[src/design/slc_pkg.sv]
// Shared types, codes and constants of the two-channel light controller.
// Used by every module of the design; depends on nothing else.
`timescale 1ns / 1ps

package slc_pkg;

	typedef enum logic [2:0] {
		CMD_POWER     = 3'd0,
		CMD_BRIGHT    = 3'd1,
		CMD_TEMP_UP   = 3'd2,
		CMD_TEMP_DOWN = 3'd3,
		CMD_TEMP_SET  = 3'd4,
		CMD_MODE      = 3'd5,
		CMD_TOGGLE    = 3'd6,
		CMD_TICK      = 3'd7
	} cmd_t;

	typedef enum logic [1:0] {
		ST_OK    = 2'd0,
		ST_RANGE = 2'd1,
		ST_TIMER = 2'd2,
		ST_NONE  = 2'd3
	} status_t;

	typedef enum logic [1:0] {
		PWM_KEEP = 2'd0,
		PWM_LOAD = 2'd1,
		PWM_ZERO = 2'd2
	} pwm_act_t;

	typedef enum logic [1:0] {
		REG_BLINK_PERIOD = 2'd0,
		REG_TIMER_SHORT  = 2'd1,
		REG_TIMER_MEDIUM = 2'd2,
		REG_TIMER_LONG   = 2'd3
	} cfg_reg_t;

	localparam int unsigned CHG_POWER  = 0;
	localparam int unsigned CHG_BRIGHT = 1;
	localparam int unsigned CHG_TEMP   = 2;
	localparam int unsigned CHG_BLINK  = 3;
	localparam int unsigned CHG_TIMER  = 4;

	localparam int unsigned CFG_W    = 22;
	localparam int unsigned PERIOD_W = 16;
	localparam int unsigned TIMER_W  = 22;

	localparam logic [PERIOD_W-1:0] BLINK_PERIOD_RST = 16'd1500;
	localparam logic [TIMER_W-1:0]  TIMER_SHORT_RST  = 22'd300000;
	localparam logic [TIMER_W-1:0]  TIMER_MEDIUM_RST = 22'd600000;
	localparam logic [TIMER_W-1:0]  TIMER_LONG_RST   = 22'd3600000;

	localparam logic [7:0] TIMER_INSTANCE = 8'd12;
	localparam logic [7:0] BLINK_INSTANCE = 8'd2;
	localparam logic [6:0] MAX_BRIGHT     = 7'd100;
	localparam int unsigned TEMP_COUNT    = 5;
	localparam logic [2:0] TEMP_LAST      = 3'd4;

	// floor(255 * p / 10000) equals (p * PWM_RECIP) >> PWM_SHIFT for p up to 10000.
	localparam logic [19:0] PWM_RECIP = 20'd855639;
	localparam int unsigned PWM_SHIFT = 25;

	typedef struct packed {
		cmd_t               cmd;
		logic [15:0]        correlation_id;
		logic               is_delta;
		logic signed [7:0]  value;
		logic               on_flag;
		logic [7:0]         instance_req;
		logic [15:0]        kelvin;
		logic [15:0]        elapsed_ms;
	} item_t;

	typedef struct packed {
		logic [15:0] correlation_id;
		status_t     status;
		logic [4:0]  changed_bits;
		logic        power_on;
		logic [6:0]  brightness;
		logic [2:0]  temp_index;
		logic [7:0]  timer_mode;
		logic        blink_on;
		pwm_act_t    pwm_act;
		logic [13:0] warm_prod;
		logic [13:0] cold_prod;
	} result_t;

	function automatic logic [6:0] duty_warm(input logic [2:0] idx);
		logic [6:0] d;
		case (idx)
			3'd0: d = 7'd100;
			3'd1: d = 7'd84;
			3'd2: d = 7'd49;
			3'd3: d = 7'd25;
			default: d = 7'd0;
		endcase
		return d;
	endfunction

	function automatic logic [6:0] duty_cold(input logic [2:0] idx);
		logic [6:0] d;
		case (idx)
			3'd0: d = 7'd0;
			3'd1: d = 7'd16;
			3'd2: d = 7'd51;
			3'd3: d = 7'd75;
			default: d = 7'd100;
		endcase
		return d;
	endfunction

	function automatic logic [15:0] temp_kelvin(input logic [2:0] idx);
		logic [15:0] k;
		case (idx)
			3'd0: k = 16'd2200;
			3'd1: k = 16'd2700;
			3'd2: k = 16'd4000;
			3'd3: k = 16'd5500;
			3'd4: k = 16'd7000;
			default: k = 16'd0;
		endcase
		return k;
	endfunction

	function automatic logic [7:0] pwm_scale(input logic [13:0] prod);
		logic [33:0] full;
		full = {20'd0, prod} * {14'd0, PWM_RECIP};
		return full[PWM_SHIFT +: 8];
	endfunction

endpackage

[src/design/slc_in_reg.sv]
// Input register stage of the light controller: holds one accepted item.
// Depends on slc_pkg for the item type.
`timescale 1ns / 1ps

module slc_in_reg
	import slc_pkg::*;
(
	input  logic  clk,
	input  logic  arst_n,
	input  logic  req_valid,
	output logic  req_ready,
	input  item_t req_item,
	input  logic  down_ready,
	output logic  valid_s1,
	output item_t item_s1
);

	assign req_ready = !valid_s1 || down_ready;

	always_ff @(posedge clk or negedge arst_n) begin
		if (!arst_n) begin
			valid_s1 <= 1'b0;
		end else if (req_ready) begin
			valid_s1 <= req_valid;
		end
	end

	always_ff @(posedge clk) begin
		if (req_valid && req_ready) begin
			item_s1 <= req_item;
		end
	end

endmodule

[src/design/slc_core.sv]
// Command stage of the light controller: configuration registers, light state
// and the update for one item, with the duty-times-brightness products.
// Depends on slc_pkg.
`timescale 1ns / 1ps

module slc_core
	import slc_pkg::*;
(
	input  logic             clk,
	input  logic             arst_n,
	input  logic             valid_s1,
	input  item_t            item_s1,
	input  logic             cfg_we,
	input  logic [1:0]       cfg_index,
	input  logic [CFG_W-1:0] cfg_wdata,
	input  logic             down_ready,
	output logic             up_ready,
	output logic             valid_s2,
	output result_t          res_s2
);

	localparam int unsigned SCNT_W = TIMER_W + 1;
	localparam int unsigned BCNT_W = PERIOD_W + 2;

	logic [PERIOD_W-1:0] period_q;
	logic [TIMER_W-1:0]  tshort_q;
	logic [TIMER_W-1:0]  tmedium_q;
	logic [TIMER_W-1:0]  tlong_q;

	logic                     pwr_q;
	logic [6:0]               bri_q;
	logic [2:0]               tidx_q;
	logic [7:0]               smode_q;
	logic signed [SCNT_W-1:0] scnt_q;
	logic                     bmode_q;
	logic signed [BCNT_W-1:0] bcnt_q;
	logic                     bphase_q;

	logic                     n_pwr;
	logic [6:0]               n_bri;
	logic [2:0]               n_tidx;
	logic [7:0]               n_smode;
	logic signed [SCNT_W-1:0] n_scnt;
	logic                     n_bmode;
	logic signed [BCNT_W-1:0] n_bcnt;
	logic                     n_bphase;
	status_t                  n_status;
	logic [4:0]               n_bits;
	pwm_act_t                 n_act;

	logic signed [9:0] bri_sum;
	logic signed [9:0] mode_sum;
	logic              set_hit;
	logic [2:0]        set_idx;
	logic              temp_change;
	logic [2:0]        temp_new;
	logic              advance;

	assign up_ready = !valid_s2 || down_ready;
	assign advance  = valid_s1 && up_ready;

	assign bri_sum  = $signed({3'b000, bri_q}) + $signed({{2{item_s1.value[7]}}, item_s1.value});
	assign mode_sum = $signed({2'b00, smode_q}) + $signed({{2{item_s1.value[7]}}, item_s1.value});

	always_comb begin
		set_hit = 1'b0;
		set_idx = '0;
		for (int i = 0; i < TEMP_COUNT; i++) begin
			if (!set_hit && item_s1.kelvin == temp_kelvin(3'(i))) begin
				set_hit = 1'b1;
				set_idx = 3'(i);
			end
		end
	end

	always_comb begin
		temp_change = 1'b0;
		temp_new    = tidx_q;
		case (item_s1.cmd)
			CMD_TEMP_UP: begin
				temp_change = (tidx_q != TEMP_LAST);
				temp_new    = tidx_q + 3'd1;
			end
			CMD_TEMP_DOWN: begin
				temp_change = (tidx_q != 3'd0);
				temp_new    = tidx_q - 3'd1;
			end
			CMD_TEMP_SET: begin
				temp_change = set_hit && (tidx_q != set_idx);
				temp_new    = set_idx;
			end
			default: begin
				temp_change = 1'b0;
				temp_new    = tidx_q;
			end
		endcase
	end

	always_comb begin
		n_pwr    = pwr_q;
		n_bri    = bri_q;
		n_tidx   = tidx_q;
		n_smode  = smode_q;
		n_scnt   = scnt_q;
		n_bmode  = bmode_q;
		n_bcnt   = bcnt_q;
		n_bphase = bphase_q;
		n_status = ST_OK;
		n_bits   = '0;
		n_act    = PWM_KEEP;
		case (item_s1.cmd)
			CMD_POWER: begin
				if (pwr_q != item_s1.on_flag) begin
					if (smode_q != '0) begin
						n_smode           = '0;
						n_bits[CHG_TIMER] = 1'b1;
					end
					if (bmode_q) begin
						n_bmode           = 1'b0;
						n_bcnt            = '0;
						n_bits[CHG_BLINK] = 1'b1;
					end
					n_bits[CHG_POWER] = 1'b1;
					n_pwr             = item_s1.on_flag;
					n_act             = item_s1.on_flag ? PWM_LOAD : PWM_ZERO;
				end
			end
			CMD_BRIGHT: begin
				if (item_s1.is_delta) begin
					if (bri_sum > $signed({3'b000, MAX_BRIGHT})) begin
						if (bri_q != MAX_BRIGHT) begin
							n_bri              = MAX_BRIGHT;
							n_bits[CHG_BRIGHT] = 1'b1;
						end
					end else if (bri_sum[9]) begin
						if (bri_q != '0) begin
							n_bri              = '0;
							n_bits[CHG_BRIGHT] = 1'b1;
						end
					end else begin
						n_bri              = bri_sum[6:0];
						n_bits[CHG_BRIGHT] = 1'b1;
					end
				end else if (item_s1.value[7] || item_s1.value > $signed({1'b0, MAX_BRIGHT})) begin
					n_status = ST_RANGE;
				end else if ({1'b0, bri_q} != item_s1.value) begin
					n_bri              = item_s1.value[6:0];
					n_bits[CHG_BRIGHT] = 1'b1;
				end
				if (n_bits[CHG_BRIGHT]) begin
					n_pwr             = 1'b1;
					n_bits[CHG_POWER] = !pwr_q;
					n_act             = PWM_LOAD;
				end
			end
			CMD_TEMP_UP, CMD_TEMP_DOWN, CMD_TEMP_SET: begin
				if (temp_change) begin
					n_tidx            = temp_new;
					n_bits[CHG_TEMP]  = 1'b1;
					n_pwr             = 1'b1;
					n_bits[CHG_POWER] = !pwr_q;
					n_act             = PWM_LOAD;
				end
			end
			CMD_MODE: begin
				if (item_s1.instance_req != TIMER_INSTANCE) begin
					n_status = ST_NONE;
				end else begin
					if (item_s1.is_delta) begin
						if (mode_sum[9] || mode_sum > 10'sd3) begin
							n_status = ST_RANGE;
						end else begin
							n_smode           = mode_sum[7:0];
							n_bits[CHG_TIMER] = 1'b1;
						end
					end else if ({1'b0, smode_q} != {item_s1.value[7], item_s1.value}) begin
						n_smode           = item_s1.value[7:0];
						n_bits[CHG_TIMER] = 1'b1;
					end
					if (n_bits[CHG_TIMER]) begin
						if (!pwr_q) begin
							n_pwr             = 1'b1;
							n_bits[CHG_POWER] = 1'b1;
							n_act             = PWM_LOAD;
						end
						case (n_smode)
							8'd1: n_scnt = $signed({1'b0, tshort_q});
							8'd2: n_scnt = $signed({1'b0, tmedium_q});
							8'd3: n_scnt = $signed({1'b0, tlong_q});
							default: n_scnt = '0;
						endcase
					end
				end
			end
			CMD_TOGGLE: begin
				if (item_s1.instance_req != BLINK_INSTANCE) begin
					n_status = ST_NONE;
				end else if (bmode_q != item_s1.on_flag) begin
					n_bmode           = item_s1.on_flag;
					n_bits[CHG_BLINK] = 1'b1;
					n_bphase          = 1'b1;
					if (!pwr_q) begin
						n_pwr             = 1'b1;
						n_bits[CHG_POWER] = 1'b1;
						n_act             = PWM_LOAD;
					end
				end
			end
			default: begin
				n_status = ST_NONE;
				if (smode_q != '0) begin
					if (scnt_q[SCNT_W-1] || scnt_q == '0) begin
						n_scnt            = '0;
						n_smode           = '0;
						n_pwr             = 1'b0;
						n_bits[CHG_TIMER] = 1'b1;
						n_bits[CHG_POWER] = 1'b1;
						n_act             = PWM_ZERO;
						n_status          = ST_TIMER;
						if (bmode_q) begin
							n_bmode           = 1'b0;
							n_bcnt            = '0;
							n_bits[CHG_BLINK] = 1'b1;
						end
					end else begin
						n_scnt = scnt_q - $signed({7'd0, item_s1.elapsed_ms});
					end
				end
				if (n_bmode) begin
					if (bcnt_q[BCNT_W-1] || bcnt_q == '0) begin
						n_act    = bphase_q ? PWM_ZERO : PWM_LOAD;
						n_bphase = !bphase_q;
						n_bcnt   = $signed({2'b00, period_q});
					end else begin
						n_bcnt = bcnt_q - $signed({2'b00, item_s1.elapsed_ms});
					end
				end
			end
		endcase
		if (n_status == ST_RANGE || n_status == ST_NONE) begin
			n_bits = '0;
		end
	end

	always_ff @(posedge clk or negedge arst_n) begin
		if (!arst_n) begin
			period_q  <= BLINK_PERIOD_RST;
			tshort_q  <= TIMER_SHORT_RST;
			tmedium_q <= TIMER_MEDIUM_RST;
			tlong_q   <= TIMER_LONG_RST;
		end else if (cfg_we) begin
			case (cfg_reg_t'(cfg_index))
				REG_BLINK_PERIOD: period_q  <= cfg_wdata[PERIOD_W-1:0];
				REG_TIMER_SHORT:  tshort_q  <= cfg_wdata[TIMER_W-1:0];
				REG_TIMER_MEDIUM: tmedium_q <= cfg_wdata[TIMER_W-1:0];
				REG_TIMER_LONG:   tlong_q   <= cfg_wdata[TIMER_W-1:0];
				default: ;
			endcase
		end
	end

	always_ff @(posedge clk or negedge arst_n) begin
		if (!arst_n) begin
			pwr_q    <= 1'b0;
			bri_q    <= MAX_BRIGHT;
			tidx_q   <= '0;
			smode_q  <= '0;
			scnt_q   <= '0;
			bmode_q  <= 1'b0;
			bcnt_q   <= '0;
			bphase_q <= 1'b0;
		end else if (advance) begin
			pwr_q    <= n_pwr;
			bri_q    <= n_bri;
			tidx_q   <= n_tidx;
			smode_q  <= n_smode;
			scnt_q   <= n_scnt;
			bmode_q  <= n_bmode;
			bcnt_q   <= n_bcnt;
			bphase_q <= n_bphase;
		end
	end

	always_ff @(posedge clk or negedge arst_n) begin
		if (!arst_n) begin
			valid_s2 <= 1'b0;
		end else if (up_ready) begin
			valid_s2 <= valid_s1;
		end
	end

	always_ff @(posedge clk) begin
		if (advance) begin
			res_s2.correlation_id <= item_s1.correlation_id;
			res_s2.status         <= n_status;
			res_s2.changed_bits   <= n_bits;
			res_s2.power_on       <= n_pwr;
			res_s2.brightness     <= n_bri;
			res_s2.temp_index     <= n_tidx;
			res_s2.timer_mode     <= n_smode;
			res_s2.blink_on       <= n_bmode;
			res_s2.pwm_act        <= n_act;
			res_s2.warm_prod      <= {7'd0, duty_warm(n_tidx)} * {7'd0, n_bri};
			res_s2.cold_prod      <= {7'd0, duty_cold(n_tidx)} * {7'd0, n_bri};
		end
	end

endmodule

[src/design/slc_out_stage.sv]
// Result stage of the light controller: scales the products to PWM levels,
// keeps the level registers and holds the result item for the receiver.
// Depends on slc_pkg.
`timescale 1ns / 1ps

module slc_out_stage
	import slc_pkg::*;
(
	input  logic       clk,
	input  logic       arst_n,
	input  logic       valid_s2,
	input  result_t    res_s2,
	output logic       up_ready,
	output logic       rsp_valid,
	input  logic       rsp_ready,
	output result_t    res_s3,
	output logic [7:0] warm_q,
	output logic [7:0] cold_q
);

	logic advance;

	assign up_ready = !rsp_valid || rsp_ready;
	assign advance  = valid_s2 && up_ready;

	always_ff @(posedge clk or negedge arst_n) begin
		if (!arst_n) begin
			rsp_valid <= 1'b0;
		end else if (up_ready) begin
			rsp_valid <= valid_s2;
		end
	end

	always_ff @(posedge clk or negedge arst_n) begin
		if (!arst_n) begin
			warm_q <= '0;
			cold_q <= '0;
		end else if (advance) begin
			case (res_s2.pwm_act)
				PWM_LOAD: begin
					warm_q <= pwm_scale(res_s2.warm_prod);
					cold_q <= pwm_scale(res_s2.cold_prod);
				end
				PWM_ZERO: begin
					warm_q <= '0;
					cold_q <= '0;
				end
				default: ;
			endcase
		end
	end

	always_ff @(posedge clk) begin
		if (advance) begin
			res_s3 <= res_s2;
		end
	end

endmodule

[src/design/smart_light_controller.sv]
// Top level of the two-channel warm/cold light controller.
// Instantiates slc_in_reg, slc_core and slc_out_stage; depends on slc_pkg.
//
// Usage:
// Commands enter on the req channel (req_valid/req_ready) and each one gives
// exactly one result item on the rsp channel (rsp_valid/rsp_ready), in order.
// The pipeline has three register stages: an input register, the command
// stage that updates the light state and forms duty times brightness, and a
// result stage that scales this to PWM levels. An accepted item is registered
// in the command stage and then in the result stage before its result is
// offered, and one item is taken every cycle while the receiver keeps up.
// When the receiver stalls, the result stage holds its item and the earlier
// stages keep filling, so up to three items are in flight before req_ready
// falls. The configuration port writes one register per cycle with no wait;
// the user must write it while no item is in flight; nothing checks this.
// Reset clears all stages, turns the light off at full brightness and
// 2200 K, and restores the default blink period and shutoff times.
`timescale 1ns / 1ps

module smart_light_controller
	import slc_pkg::*;
(
	input  logic             clk,
	input  logic             arst_n,
	input  logic             cfg_we,
	input  logic [1:0]       cfg_index,
	input  logic [CFG_W-1:0] cfg_wdata,
	input  logic             req_valid,
	output logic             req_ready,
	input  logic [2:0]       cmd,
	input  logic [15:0]      correlation_id,
	input  logic             is_delta,
	input  logic signed [7:0] value,
	input  logic             on_flag,
	input  logic [7:0]       instance_req,
	input  logic [15:0]      kelvin,
	input  logic [15:0]      elapsed_ms,
	output logic             rsp_valid,
	input  logic             rsp_ready,
	output logic [15:0]      correlation_id_out,
	output logic [1:0]       status,
	output logic [4:0]       changed_bits,
	output logic             power_on,
	output logic [6:0]       brightness_out,
	output logic [2:0]       temp_index,
	output logic [7:0]       timer_mode_out,
	output logic             blink_on,
	output logic [7:0]       warm_level,
	output logic [7:0]       cold_level
);

	item_t   req_item;
	item_t   item_s1;
	logic    valid_s1;
	logic    ready_s1;
	logic    valid_s2;
	result_t res_s2;
	logic    ready_s2;
	result_t res_s3;

	always_comb begin
		req_item.cmd            = cmd_t'(cmd);
		req_item.correlation_id = correlation_id;
		req_item.is_delta       = is_delta;
		req_item.value          = value;
		req_item.on_flag        = on_flag;
		req_item.instance_req   = instance_req;
		req_item.kelvin         = kelvin;
		req_item.elapsed_ms     = elapsed_ms;
	end

	slc_in_reg u_in_reg (
		.clk        (clk),
		.arst_n     (arst_n),
		.req_valid  (req_valid),
		.req_ready  (req_ready),
		.req_item   (req_item),
		.down_ready (ready_s1),
		.valid_s1   (valid_s1),
		.item_s1    (item_s1)
	);

	slc_core u_core (
		.clk        (clk),
		.arst_n     (arst_n),
		.valid_s1   (valid_s1),
		.item_s1    (item_s1),
		.cfg_we     (cfg_we),
		.cfg_index  (cfg_index),
		.cfg_wdata  (cfg_wdata),
		.down_ready (ready_s2),
		.up_ready   (ready_s1),
		.valid_s2   (valid_s2),
		.res_s2     (res_s2)
	);

	slc_out_stage u_out_stage (
		.clk       (clk),
		.arst_n    (arst_n),
		.valid_s2  (valid_s2),
		.res_s2    (res_s2),
		.up_ready  (ready_s2),
		.rsp_valid (rsp_valid),
		.rsp_ready (rsp_ready),
		.res_s3    (res_s3),
		.warm_q    (warm_level),
		.cold_q    (cold_level)
	);

	assign correlation_id_out = res_s3.correlation_id;
	assign status             = res_s3.status;
	assign changed_bits       = res_s3.changed_bits;
	assign power_on           = res_s3.power_on;
	assign brightness_out     = res_s3.brightness;
	assign temp_index         = res_s3.temp_index;
	assign timer_mode_out     = res_s3.timer_mode;
	assign blink_on           = res_s3.blink_on;

endmodule

[config.mk]
export PLATFORM = sky130hd
export DESIGN_NAME = smart_light_controller
export DESIGN_NICKNAME = d
export VERILOG_FILES = /design/src/design/slc_pkg.sv /design/src/design/slc_in_reg.sv /design/src/design/slc_core.sv /design/src/design/slc_out_stage.sv /design/src/design/smart_light_controller.sv
export SDC_FILE = /design/constraint.sdc
export NUM_CORES = 1
export LEC_CHECK = 0
export BUFFER_PORTS_ARGS = -buffer_cell sky130_fd_sc_hd__buf_2
export CORE_UTILIZATION = 23
export CTS_CLUSTER_SIZE = 14
export DETAILED_ROUTE_END_ITERATION = 8
export GPL_TIMING_DRIVEN = 0
export PLACE_DENSITY = 0.43
export SYNTH_ARGS = -nofsm -noshare
export SYNTH_HDL_FRONTEND = slang
export SYNTH_SLANG_ARGS = --single-unit
[constraint.sdc]
create_clock -name clk -period 12.2 [get_ports clk]
set_clock_uncertainty 0.05 [all_clocks]
set_input_delay 2.44 -clock clk [delete_from_list [all_inputs] [get_ports clk]]
set_output_delay 2.44 -clock clk [all_outputs]
set_load 0.05 [all_outputs]
==> impl_metrics.py <==
metrics = {
    "yosys": {
        "syn-cell-area_mm2": 0.0282,
        "synthSimpleGateAreaFrac": 0.0917,
        "synth-async-reset-ratio": 0.470,
        "synth_edf_count": 184,
        "synth-compound-area-share": 0.105,
        "synth-adder-area-share": 0.327,
        "synth_seq_area_share": 0.343,
        "synth_xor_area_frac": 0.0258,
        "synthCells": 2562,
        "yosys_warnings": 0,
        "synthFlopType": "edfxtp_1",
        "synth_top_family_by_area": "adder cells",
        "synth.net_count": 3268,
        "yosysUniqueCellTypes": 92,
        "synth.mux.area_fraction": 0.0454,
        "synth_area_per_cell_um2": 11.0,
        "ys_ff_latch": 347,
    },
    "placement": {
        "dp.cells": 4353,
        "portBuffers": 158,
        "hpwlAfterDp_um": 62400,
        "gp_congestion": 0.841,
    },
    "clock_tree": {
        "post_cts_buffers": 0,
        "cts_root_buf": "clkbuf_16",
        "cts_tree": "yes",
        "clockBufferDepth": 3,
        "cts_buffers": 48,
        "clock-sinks": 347,
        "clk_latency_ns": 0.64,
        "cts_hold_buffers": 0,
        "cts.htree.levels": 2,
        "clkTransAtPathRegs_ns": 0.06,
        "cts.repair.resized": 0,
    },
    "worst_setup_path": {
        "crit_type": "flop to flop",
        "worst_setup_path_start_kind": "flop",
        "regToRegSetupSlack_ns": 4.27,
        "end_kind": "flop",
        "worstPathArrival_ns": 8.24,
        "regToRegStartpoint": "u_in_reg.item_s1[41]$_DFFE_PP_",
        "slowest_delay_ns": 0.87,
        "ff2ff_path_depth": 28,
        "crit_path_max_fanout": 6,
        "r2r_end": "u_core.res_s2[27]$_DFFE_PP_",
        "slowest_stage": "a221oi_1",
        "crit_top_cell": "a21oi_1",
        "cp.required_ns": 12.51,
    },
    "die": {
        "die_area_mm2": 0.124,
        "die_h_um": 352,
        "core_mm2": 0.122,
        "ios": 159,
        "start_util": 0.232,
        "rows": 128,
        "fp.dieW_um": 352,
    },
    "layout": {
        "layout_common_cells": "400 x inv_1, 393 x ha_1, 215 x fa_1",
        "layout_commonest_cell": "inv_1",
        "stdcell_count": 4444,
        "nets": 3484,
        "syn_to_final_growth_pct": 16.3,
        "drive_above_1_share": 0.150,
    },
    "drt": {
        "wirelength_um": 78000,
        "dr.pass1.iters": 5,
        "postRouteAntennaNets": 0,
        "via_count": 19203,
        "drtIter0Drc": 890,
        "wl_per_cell_um": 17.6,
        "viasPerCell": 4.32,
        "drc": 0,
    },
    "sta": {
        "rsz0062_at_grt": "no",
        "slew_violations": 0,
        "setup-violations-final": 0,
        "tightest_slew_ns": 1.40,
        "fin_crit_sh": 0.650,
        "fmax_mhz": 126,
        "hold_viol_final": 0,
        "fin_crit_ns": 7.93,
        "slew_headroom": 0.0674,
        "setup_tns_ns": 0,
    },
    "global_routing": {
        "antenna_found_initial": 9,
        "grt_max_degree": 103,
        "grt_pass1_wl_um": 121000,
        "grt_pass1_vias": 20282,
        "grt_remaining_overflow": 0,
        "grt_util_all_layers": 0.127,
    },
    "flow_run": {
        "max-cap-violations": 0,
    },
    "worst_hold_path": {
        "hp-class": "flop to flop",
        "min_from": "u_core.res_s2[41]$_DFFE_PP_",
        "hold_path_end": "u_out_stage.res_s3[41]$_DFFE_PP_",
        "min_path_cells": 0,
    },
    "run_status": {
        "status": "completed",
    },
}
## worst max path at each step
stage | from | to | slack, ns
after CTS | u_in_reg.item_s1[41]$_DFFE_PP_ | u_core.res_s2[27]$_DFFE_PP_ | 4.19
final | u_in_reg.item_s1[41]$_DFFE_PP_ | u_core.res_s2[27]$_DFFE_PP_ | 4.27
after global routing | u_in_reg.item_s1[41]$_DFFE_PP_ | u_core.res_s2[27]$_DFFE_PP_ | 3.74
after floorplan | u_in_reg.item_s1[20]$_DFFE_PP_ | u_core.res_s2[13]$_DFFE_PP_ | 5.35
after detailed placement | u_in_reg.item_s1[41]$_DFFE_PP_ | u_core.res_s2[27]$_DFFE_PP_ | 4.25
after global placement | rsp_ready | u_core.bcnt_q[15]$_DFFE_PN0P_ | 2.61
## routing by layer
metal  global-route usage  share of wire
met4               0.0276          0.016
met1                0.166           0.46
met2                0.217           0.49
met5                    0         0.0011
met3               0.0218          0.038
## state kept, by name, indices dropped and copies added (netlist names)
register               flops
u_core.pwr_q               1
u_core.tshort_q           22
u_in_reg.item_s1          69
u_core.bmode_q             1
u_core.valid_s2            1
u_core.smode_q             8
u_in_reg.valid_s1          1
u_core.period_q           16
u_out_stage.warm_q         8
u_out_stage.cold_q         8
u_core.bcnt_q             18
u_out_stage.rsp_valid      1
u_core.tidx_q              3
u_core.res_s2             72
u_core.tlong_q            22
u_core.bri_q               7
u_core.scnt_q             23
u_core.tmedium_q          22
u_out_stage.res_s3        43
u_core.bphase_q            1
## synthesized netlist by cell type (18+ instances only)
library cell,instances,area [um2]
mux2_2,95,1070
a21oi_1,98,490
mux2i_1,18,180
fa_1,215,4300
a21o_1,36,270
nand2b_1,27,169
o21ai_0,99,495
inv_1,400,1500
xor2_1,29,254
nand3_1,43,215
nor2_1,121,454
dfstp_2,37,972
nor4_1,22,138
nor3_1,44,220
edfxtp_1,184,5530
a211oi_1,19,143
nand2_1,139,522
ha_1,393,4920
clkbuf_1,33,124
xnor2_1,54,473
dfrtp_1,126,3150
## logic make-up after synthesis
family          after synthesis
fa+ha+maj                   608
compound gates              442
xor+xnor                     83
simple gates                513
buf+inv                     454
mux                         115
flops                       347
## final cells by class
class	count	area [um2]
sequential	347	9650
timing repair buffer	166	953
clock inverter	26	268
fill	12906	88800
buffer	51	230
clock buffer	64	1330
inverter	403	1510
tap	1625	2030
multi-input combinational	1761	16800
antenna	1	2.50
## stage by stage
step / utilization / hold WS, ns / worst slack [ns] / cell area [um2]
after floorplan: - / 0.350 / 5.35 / 28200
after global placement: 0.255 / 0.350 / 2.61 / 31000
after CTS: 0.269 / 0.369 / 4.19 / 32800
final: 0.270 / 0.363 / 4.27 / 32800
after detailed placement: 0.256 / 0.355 / 4.25 / 31200
after global routing: 0.269 / 0.370 / 3.74 / 32800
## critical path: cells and delay by family (launching register included)
kind                     cells  cell delay [ns]
buffers and inverters        3             0.49
XOR/XNOR                     1             0.08
adder cells (fa/ha/maj)      7             2.68
AO/OA/AOI/OAI               14             3.26
AND/OR/NAND/NOR              3             0.60
flip-flops                   1             0.51
Power is left out: the tool's default activity adds up to more than one toggle a clock period on the data nets, which glitch-free logic cannot reach.
